### config.mk
export PLATFORM = sky130hd
export DESIGN_NAME = rhht_ctrl
export DESIGN_NICKNAME = d
export VERILOG_FILES = /design/src/rtl/rhht_pkg.sv /design/src/rtl/rhht_ctrl.sv
export SDC_FILE = /design/constraint.sdc
export NUM_CORES = 1
export LEC_CHECK = 0
export ABC_AREA = 1
export BUFFER_PORTS_ARGS = -buffer_cell sky130_fd_sc_hd__buf_4
export CAP_MARGIN = 20
export CORE_MARGIN = 8
export CORE_UTILIZATION = 42
export CTS_CLUSTER_DIAMETER = 100
export DETAILED_ROUTE_END_ITERATION = 6
export PLACE_DENSITY = 0.72
export SLEW_MARGIN = 40
export SYNTH_ARGS = -nofsm -noshare
export SYNTH_HDL_FRONTEND = slang
export SYNTH_SLANG_ARGS = --single-unit
### constraint.sdc
create_clock -name clk -period 1.6 [get_ports clk]
set_clock_uncertainty 0.15 [all_clocks]
set_input_delay 0.4 -clock clk [delete_from_list [all_inputs] [get_ports clk]]
set_output_delay 0.4 -clock clk [all_outputs]
set_load 0.05 [all_outputs]
### src/rtl/rhht_pkg.sv
// Shared types and codes for the Robin Hood hash table unit
`default_nettype none
package rhht_pkg;

    localparam logic [1:0] CMD_ADD    = 2'd0;
    localparam logic [1:0] CMD_LOOKUP = 2'd1;
    localparam logic [1:0] CMD_COUNT  = 2'd2;

    typedef struct packed {
        logic [1:0]  command;
        logic [31:0] key;
        logic [31:0] key_hash;
        logic [31:0] value;
    } item_t;

    typedef struct packed {
        logic        found;
        logic [31:0] value_out;
        logic [10:0] free_slots;
        logic        status;
    } result_t;

    typedef enum logic [4:0] {
        OP_NOP,
        OP_LOAD,
        OP_CLR,
        OP_RC_INIT,
        OP_RC_STEP,
        OP_DIV,
        OP_PROBE_INIT,
        OP_READ,
        OP_FIND_NEXT,
        OP_HIT,
        OP_MISS,
        OP_FULL,
        OP_INS_INIT,
        OP_INS_PUT,
        OP_INS_SWAP,
        OP_INS_NEXT,
        OP_DONE
    } dp_op_t;

    typedef struct packed {
        dp_op_t op;
    } ctl_t;

    typedef struct packed {
        logic       clr_last;
        logic       rc_last;
        logic       div_last;
        logic       dirty;
        logic [1:0] command;
        logic       q_used;
        logic       q_match;
        logic       q_short;
        logic       q_end;
        logic       full;
    } stat_t;

endpackage
`default_nettype wire

### src/rtl/rhht_ctrl.sv
// Controller state machine for the Robin Hood hash table unit
`default_nettype none
module rhht_ctrl (
    input  wire logic           clk,
    input  wire logic           rst_n,
    input  wire logic           start,
    output logic                busy,
    input  wire rhht_pkg::stat_t stat,
    output rhht_pkg::ctl_t      ctl
);

    typedef enum logic [3:0] {
        S_CLR,
        S_IDLE,
        S_RC_INIT,
        S_RC,
        S_RC_TAIL,
        S_DISP,
        S_DIV,
        S_PINIT,
        S_FRD,
        S_FCHK,
        S_IRD,
        S_ICHK
    } state_t;

    state_t state_reg, state_next;
    logic   busy_reg, busy_next;

    always_comb
    begin
        state_next = state_reg;
        ctl.op     = rhht_pkg::OP_NOP;
        case (state_reg)
            S_CLR:
            begin
                ctl.op = rhht_pkg::OP_CLR;
                if (stat.clr_last)
                    state_next = S_IDLE;
            end
            S_IDLE:
            begin
                if (start)
                begin
                    ctl.op     = rhht_pkg::OP_LOAD;
                    state_next = stat.dirty ? S_RC_INIT : S_DISP;
                end
            end
            S_RC_INIT:
            begin
                ctl.op     = rhht_pkg::OP_RC_INIT;
                state_next = S_RC;
            end
            S_RC:
            begin
                ctl.op = rhht_pkg::OP_RC_STEP;
                if (stat.rc_last)
                    state_next = S_RC_TAIL;
            end
            S_RC_TAIL:
                state_next = S_DISP;
            S_DISP:
            begin
                if (stat.command == rhht_pkg::CMD_ADD || stat.command == rhht_pkg::CMD_LOOKUP)
                    state_next = S_DIV;
                else
                begin
                    ctl.op     = rhht_pkg::OP_DONE;
                    state_next = S_IDLE;
                end
            end
            S_DIV:
            begin
                ctl.op = rhht_pkg::OP_DIV;
                if (stat.div_last)
                    state_next = S_PINIT;
            end
            S_PINIT:
            begin
                ctl.op     = rhht_pkg::OP_PROBE_INIT;
                state_next = S_FRD;
            end
            S_FRD:
            begin
                ctl.op     = rhht_pkg::OP_READ;
                state_next = S_FCHK;
            end
            S_FCHK:
            begin
                if (stat.q_used && !stat.q_short && stat.q_match)
                begin
                    ctl.op     = rhht_pkg::OP_HIT;
                    state_next = S_IDLE;
                end
                else if (stat.q_used && !stat.q_short && !stat.q_end)
                begin
                    ctl.op     = rhht_pkg::OP_FIND_NEXT;
                    state_next = S_FRD;
                end
                else if (stat.command == rhht_pkg::CMD_LOOKUP)
                begin
                    ctl.op     = rhht_pkg::OP_MISS;
                    state_next = S_IDLE;
                end
                else if (stat.full)
                begin
                    ctl.op     = rhht_pkg::OP_FULL;
                    state_next = S_IDLE;
                end
                else
                begin
                    ctl.op     = rhht_pkg::OP_INS_INIT;
                    state_next = S_IRD;
                end
            end
            S_IRD:
            begin
                ctl.op     = rhht_pkg::OP_READ;
                state_next = S_ICHK;
            end
            S_ICHK:
            begin
                state_next = S_IRD;
                if (!stat.q_used)
                begin
                    ctl.op     = rhht_pkg::OP_INS_PUT;
                    state_next = S_IDLE;
                end
                else if (stat.q_short)
                    ctl.op = rhht_pkg::OP_INS_SWAP;
                else
                    ctl.op = rhht_pkg::OP_INS_NEXT;
            end
            default:
                state_next = S_IDLE;
        endcase
        busy_next = (state_next != S_IDLE);
    end

    always_ff @(posedge clk or negedge rst_n)
    begin
        if (!rst_n)
        begin
            state_reg <= S_CLR;
            busy_reg  <= 1'b1;
        end
        else
        begin
            state_reg <= state_next;
            busy_reg  <= busy_next;
        end
    end

    assign busy = busy_reg;

endmodule
`default_nettype wire

==> results of run 1 <==
==> critical path: stages (launching register included) <==
cell	delay (ns)
dfrtp_2	0.44
inv_4	0.08
buf_4	0.15
o21ai_0	0.25
nand2_1	0.10
nand3b_1	0.12
buf_6	0.17
==> layout make-up <==
type / instances / area (sq um) / area share
Timing Repair Buffer: 48 / 397 / 0.364
Inverter: 16 / 68.8 / 0.0631
Clock buffer: 4 / 26.3 / 0.0241
Sequential cell: 5 / 131 / 0.120
Tap cell: 15 / 18.8 / 0.0172
Multi-Input combinational cell: 80 / 449 / 0.412
==> power by group through the flow <==
stage               registers (mW)  clock network [mW]  logic (mW)
finish                       0.307               0.143        1.92
CTS                          0.292               0.149        1.73
detailed placement           0.295                   0        1.51
global route                 0.312               0.164        2.04
global placement             0.293                   0        1.49
floorplan                    0.307                   0       0.907
==> Yosys cell counts <==
cell type | n | area share
nand2_2 | 1 | 0.011
dfrtp_1 | 4 | 0.18
a21oi_1 | 1 | 0.0089
nor2_4 | 1 | 0.020
inv_1 | 14 | 0.093
dfstp_2 | 1 | 0.047
inv_2 | 2 | 0.013
a31oi_1 | 1 | 0.011
nand3_2 | 1 | 0.018
nor2_1 | 17 | 0.11
o21ai_0 | 4 | 0.035
buf_6 | 1 | 0.020
nand3b_1 | 1 | 0.013
nand3_1 | 14 | 0.12
nand2_1 | 32 | 0.21
nor2_2 | 5 | 0.055
o211ai_1 | 2 | 0.027
==> path summary, 6_finish.rpt <==
check,to,slack [ns],cells after the start
max,ctl[2],-0.50,6
max in group asynchronous,busy,0.73,2
min in group clk,state_reg[0],0.40,5
min,state_reg[1],0.37,2
min reg2reg,state_reg[0],0.69,5
max reg2reg,busy,-0.06,9
==> logic make-up after synthesis <==
family / share of synthesized area
AOI/OAI and AO/OA: 0.0820
DFF: 0.224
buffers and inverters: 0.126
and+or+nand+nor: 0.568
==> what timing repair did <==
item                                   CTS  global route
endpoints found under the hold margin    5             0
gates resized for setup                 19            12
hold buffers                             1             0
pin swaps                                4             2
setup buffers                            4             2
setup endpoints to repair                5             7
cloned                                   0             0
==> routing by layer <==
layer  track usage  vias up  share of wire
met3        0.0625       14          0.093
li1              -      425              -
met1         0.144      395           0.39
met4         0.108        0          0.049
met5             0        -              0
met2         0.269       56           0.47
==> per-stage QoR <==
| stage | TNS [ns] | power (mW) | instances |
|---|---|---|---|
| CTS | -1.58 | 2.17 | 167 |
| finish | -1.87 | 2.37 | 168 |
| floorplan | -1.07 | 1.21 | 102 |
| global placement | -0.579 | 1.78 | 158 |
| detailed placement | -0.645 | 1.81 | 158 |
| global route | -2.36 | 2.52 | 168 |
==> out/results.txt, run 1 <==
Max Cap Viol: 0
HP Class: in -> async
Syn-to-layout area delta: 93.3%
Antenna-violating nets left: 0
Required @ worst endpoint: 1.05 ns
Iter 0 DRT Violations: 51
Port Buf Inserts: 19
CTS H-Tree Depth: 1
Peak Freq: 0.476 GHz
Reg-to-Reg Start: state_reg[0]
Core area: 0.00128 sq mm
Clock Sinks: 5
CTS tree: done
Clock Path Buffers: 2
Worst-Margin Slew: 0.282 ns
Number of global-route vias before repair: 817
Unique masters post-synth: 17
Detailed Place HPWL: 1590 um
Hold WS: 0.373 ns
Drt wl/cell: 14.1 um
Status: finished with violations
Peak VDD IR: 0.00140 V
GP Congestion: 0.891
Net Switching: 1.26 mW
Layout cell share with drive strength beyond 1: 0.523
Int Pwr: 1.11 mW
Switching Share: 0.533
Critical path startpoint category: flip-flop
Crit. End Element: output pin
Initial antenna violation count: 0
Clock Power Share: 0.060
LEAKAGE: 0.607 nW
Worst skew pair latency: 0.24 ns
Clock transition at path regs: 0.04 ns
NumNets Final: 168
Most common cell after layout, fill and taps aside: buf_4
Filler instances: 72
Pre-CTS WS: -0.197 ns
Cell Area, Synth: 564 sq um
Io pins: 20
DR vias: 890
Sequential share of power: 0.129
Crit path time final: 2.10 ns
Post-layout util: 0.849
Cell count after synthesis: 102
WS Path Type: reg -> out
Fin. Hold Viols: 0
Post-DP Area: 916 sq um
Die area: 0.00277 sq mm
Final setup vio count: 7
Final WS setup: -0.501 ns
PwrDens: 2180 mW/mm^2
Root buf cell: clkbuf_4
YS warnings: 0
Vias/cell: 5.30
First-pass GRT wire length: 3240 um
Die height: 52.7 um
Drt drc: 0
Largest register FFs: 4
RSZ-0062 raised after global routing: yes
Commonest non-fill, non-tap cells in the layout: buf_4, nand2_1, nand3_1, nor2_1, inv_1
Diode count: 0
Grt ovf: 0
Die width: 52.7 um
Sequential area share after synthesis: 0.224
Max FO, Critical Path: 5
Fin. max-slew vios: 0
Period utilization: 1.31
Largest net degree at the start of global routing: 6
CP arrival: 1.55 ns
Rows: 13
Finished Cell Area: 0.00109 sq mm
Total CTS buffers: 3
DR pass1 iterations: 4
Tot GR Track Use: 0.155
Synth Register Bits: 5
DRT Wirelength: 2370 um
Synth Net Count: 116
Initial Utilization: 0.439
Failing checks: setup timing
Power share of the combinational group: 0.810
Worst slew margin: 0.810
Syn Area/Cell: 5.53 sq um
Critical path origin: state_reg[0]
Note: power is estimated with default switching activity, not from simulation.
==> run 2: changes to the inputs <==
--- a/config.mk
+++ b/config.mk
@@ -5,14 +5,14 @@
 export SDC_FILE = /design/constraint.sdc
 export NUM_CORES = 1
 export LEC_CHECK = 0
-export ABC_AREA = 1
 export BUFFER_PORTS_ARGS = -buffer_cell sky130_fd_sc_hd__buf_4
 export CAP_MARGIN = 20
-export CORE_MARGIN = 8
-export CORE_UTILIZATION = 42
+export CORE_AREA = 8 8 45 47
 export CTS_CLUSTER_DIAMETER = 100
 export DETAILED_ROUTE_END_ITERATION = 6
-export PLACE_DENSITY = 0.72
+export DIE_AREA = 0 0 53 55
+export PLACE_DENSITY = 0.7
+export RECOVER_POWER = 25
 export SLEW_MARGIN = 40
 export SYNTH_ARGS = -nofsm -noshare
 export SYNTH_HDL_FRONTEND = slang
==> run 2 against run 1 <==
  * The flow still finishes with violations (setup timing)
  * Critical path depth is 1 higher
  * Register-to-register slack worse by 0.48 ns
  * Global-route usage grew 0.75 points
  * Critical path type unchanged
==> out/results.txt, run 2 <==
Post-synth EDFFs: 0 (unchanged)
Synth area leaders: dfrtp_1, nor2_1, dfstp_2, nand2_1, a21oi_1
Placed Instances: 124 (-22%)
Crit path time final: 2.17 ns (+0.0710 ns)
Final setup vio count: 7 (unchanged)
Initial Utilization: 0.384 (-0.0549)
Layout cell share with drive strength beyond 1: 0.685 (+0.163)
Tot GR Track Use: 0.162 (+0.00752)
Synth Net Count: 84 (-28%)
Vias/cell: 5.91 (+12%)
Peak Freq: 0.460 GHz (-3.3%)
CP delay by family, top: buffers and inverters
Commonest non-fill, non-tap cells in the layout: buf_4, buf_6, nor2_1
Slowest stage delay, CP: 0.41 ns (-0.03 ns)
Peak VDD IR: 0.00157 V (+12%)
Overall Power: 2.56 mW (+8.0%)
Drt wl/cell: 19.0 um (+34%)
Diode count: 0 (unchanged)
HP Class: in -> async
Syn Area/Cell: 7.60 sq um (+37%)
Die area: 0.00292 sq mm (+5.1%)
Port Buf Inserts: 19 (unchanged)
Root buf cell: clkbuf_4
Period utilization: 1.36 (+0.0444)
Failing checks: setup timing
Fin. max-slew vios: 0 (unchanged)
DRT Wirelength: 2650 um (+12%)
Largest register FFs: 4 (unchanged)
RSZ-0062 raised after global routing: yes
Required @ worst endpoint: 1.05 ns (about the same)
Detailed Place HPWL: 1520 um (-4.2%)
Final WS setup: -0.572 ns (-0.0710 ns)
Syn-to-layout area delta: 123%
Rows: 14 (+1)
Commonest cells post-synth: nor2_1, nand2_1, a21oi_1, dfrtp_1, o21ai_0
Clock Path Buffers: 2 (unchanged)
Drt drc: 0 (unchanged)
Worst-Margin Slew: 0.346 ns (+0.0636 ns)
Die height: 55 um (+4.5%)
Max Cap Viol: 0 (unchanged)
CP bufs+invs: 3 (unchanged)
YS warnings: 0 (unchanged)
Antenna-violating nets left: 0 (unchanged)
CTS H-Tree Depth: 1 (unchanged)
Finished Cell Area: 0.00118 sq mm (+8.5%)
Sequential area share after synthesis: 0.238 (+0.0137)
Largest net degree at the start of global routing: 11 (+5)
Core area: 0.00138 sq mm (+7.7%)
Unique masters post-synth: 39 (+22)
GP Congestion: 0.871 (-2.2%)
Worst slew margin: 0.767 (-0.0424)
Cell Area, Synth: 532 sq um (-5.8%)
Cell with the most instances after synthesis: nor2_1
Most common flop cell mapped by yosys: dfrtp_1
Critical path startpoint category: flip-flop
Worst path slowest cell: dfrtp_1
PwrDens: 2170 mW/mm^2 (-0.49%)
Io pins: 20 (unchanged)
Share of the synthesized area in the top cell type: 0.188 (-0.0246)
Max FO, Critical Path: 7 (+2)
Worst skew pair latency: 0.25 ns (about the same)
WS Path Type: reg -> out
Clock Sinks: 5 (unchanged)
Status: finished with violations
Filler instances: 82 (+14%)
Initial antenna violation count: 0 (unchanged)
Iter 0 DRT Violations: 29 (-43%)
Fin. Hold Viols: 0 (unchanged)
Crit. End Element: output pin
Cell count after synthesis: 70 (-31%)
DR vias: 828 (-7.0%)
NumNets Final: 139 (-17%)
Most common cell after layout, fill and taps aside: buf_4
CTS tree: done
Post-synth ARST share: 1.00 (unchanged)
First-pass GRT wire length: 3550 um (+9.8%)
Final std cells w/o fill: 140 (-17%)
Area leader, netlist: dfrtp_1
DR pass1 iterations: 4 (unchanged)
Post-DP Area: 938 sq um (+2.5%)
Clock transition at path regs: 0.05 ns (about the same)
Hold WS: 0.367 ns (-0.00570 ns)
Total CTS buffers: 3 (unchanged)
LEAKAGE: 0.533 nW (-12%)
Grt ovf: 0 (unchanged)
Number of global-route vias before repair: 787 (-3.7%)
Crit-path cells: buf_6 > nand2_1 > nor2_2 > a311oi_2 > buf_4 > o311ai_4 > buf_6
CP arrival: 1.62 ns (+0.07 ns)
Pre-CTS WS: -0.556 ns (-0.359 ns)
Die width: 53 um (+0.66%)
Synth Register Bits: 5 (unchanged)
CP dominant cell by count: buf_6
-- run 2: metal layers --
layer  GRT usage  part of all wire  vias to the layer above
met4      0.0776             0.039                        0
li1            -                 -                      371
met3      0.0401             0.072                       14
met2       0.309              0.56                       44
met1       0.161              0.33                      399
met5           0                 0                        -
-- run 2: final cells by class --
cell class,count,area [sq um],share of cell area
timing repair buffer,54,478,0.404
multi-input combinational,59,523,0.442
inverter,2,7.51,0.00634
tap,16,20.0,0.0169
clock buffer,4,26.3,0.0222
sequential,5,129,0.109
-- run 2: worst reg2reg max path, delay by kind of cell (launching register included) --
family | cells | cell delay [ns]
buffers and inverters | 1 | 0.18
AO/OA/AOI/OAI | 2 | 0.46
flip-flops | 1 | 0.50
AND/OR/NAND/NOR | 3 | 0.76
-- run 2: repair_timing --
action                     CTS  global route
pin swaps                    2             8
buffers inserted             4             8
hold endpoints to repair     5             0
gates resized for setup     19            13
setup endpoints to repair    7             8
hold buffers                 1             0
-- run 2: logic make-up (layout without fill, tap and decap cells) --
kind of cell | after synthesis | after routing | share of synthesized area
DFF | 5 | 5 | 0.238
muxes | 1 | 1 | 0.0188
buffers and inverters | 6 | 60 | 0.0612
and+or+nand+nor | 35 | 35 | 0.386
AOI/OAI and AO/OA | 23 | 23 | 0.297
-- run 2: worst paths after layout --
check / end / cells past startpoint / from / slack (ns)
setup / recovery: ctl[1] / 7 / state_reg[1] / -0.57
hold / removal: state_reg[0] / 2 / rst_n / 0.37
min in group clk: state_reg[3] / 4 / stat[0] / 0.41
hold reg to reg: state_reg[2] / 3 / state_reg[0] / 0.69
max in group asynchronous: busy / 2 / rst_n / 0.67
setup reg to reg: busy / 6 / state_reg[3] / -0.54
-- run 2: through the flow --
stage          utilization  setup TNS [ns]
3_5_place_dp         0.678           -2.57
6_report             0.855           -3.19
5_1_grt              0.855           -3.51
2_1_floorplan            -           -1.35
4_1_cts              0.776           -2.77
3_3_place_gp         0.678           -2.38
-- run 2: power breakdown --
part           leakage, nW  internal [mW]  total, mW  switching, mW
Clock               0.0150         0.0946      0.152         0.0573
Sequential          0.0589          0.199      0.311          0.112
Combinational        0.459           1.06       2.10           1.04
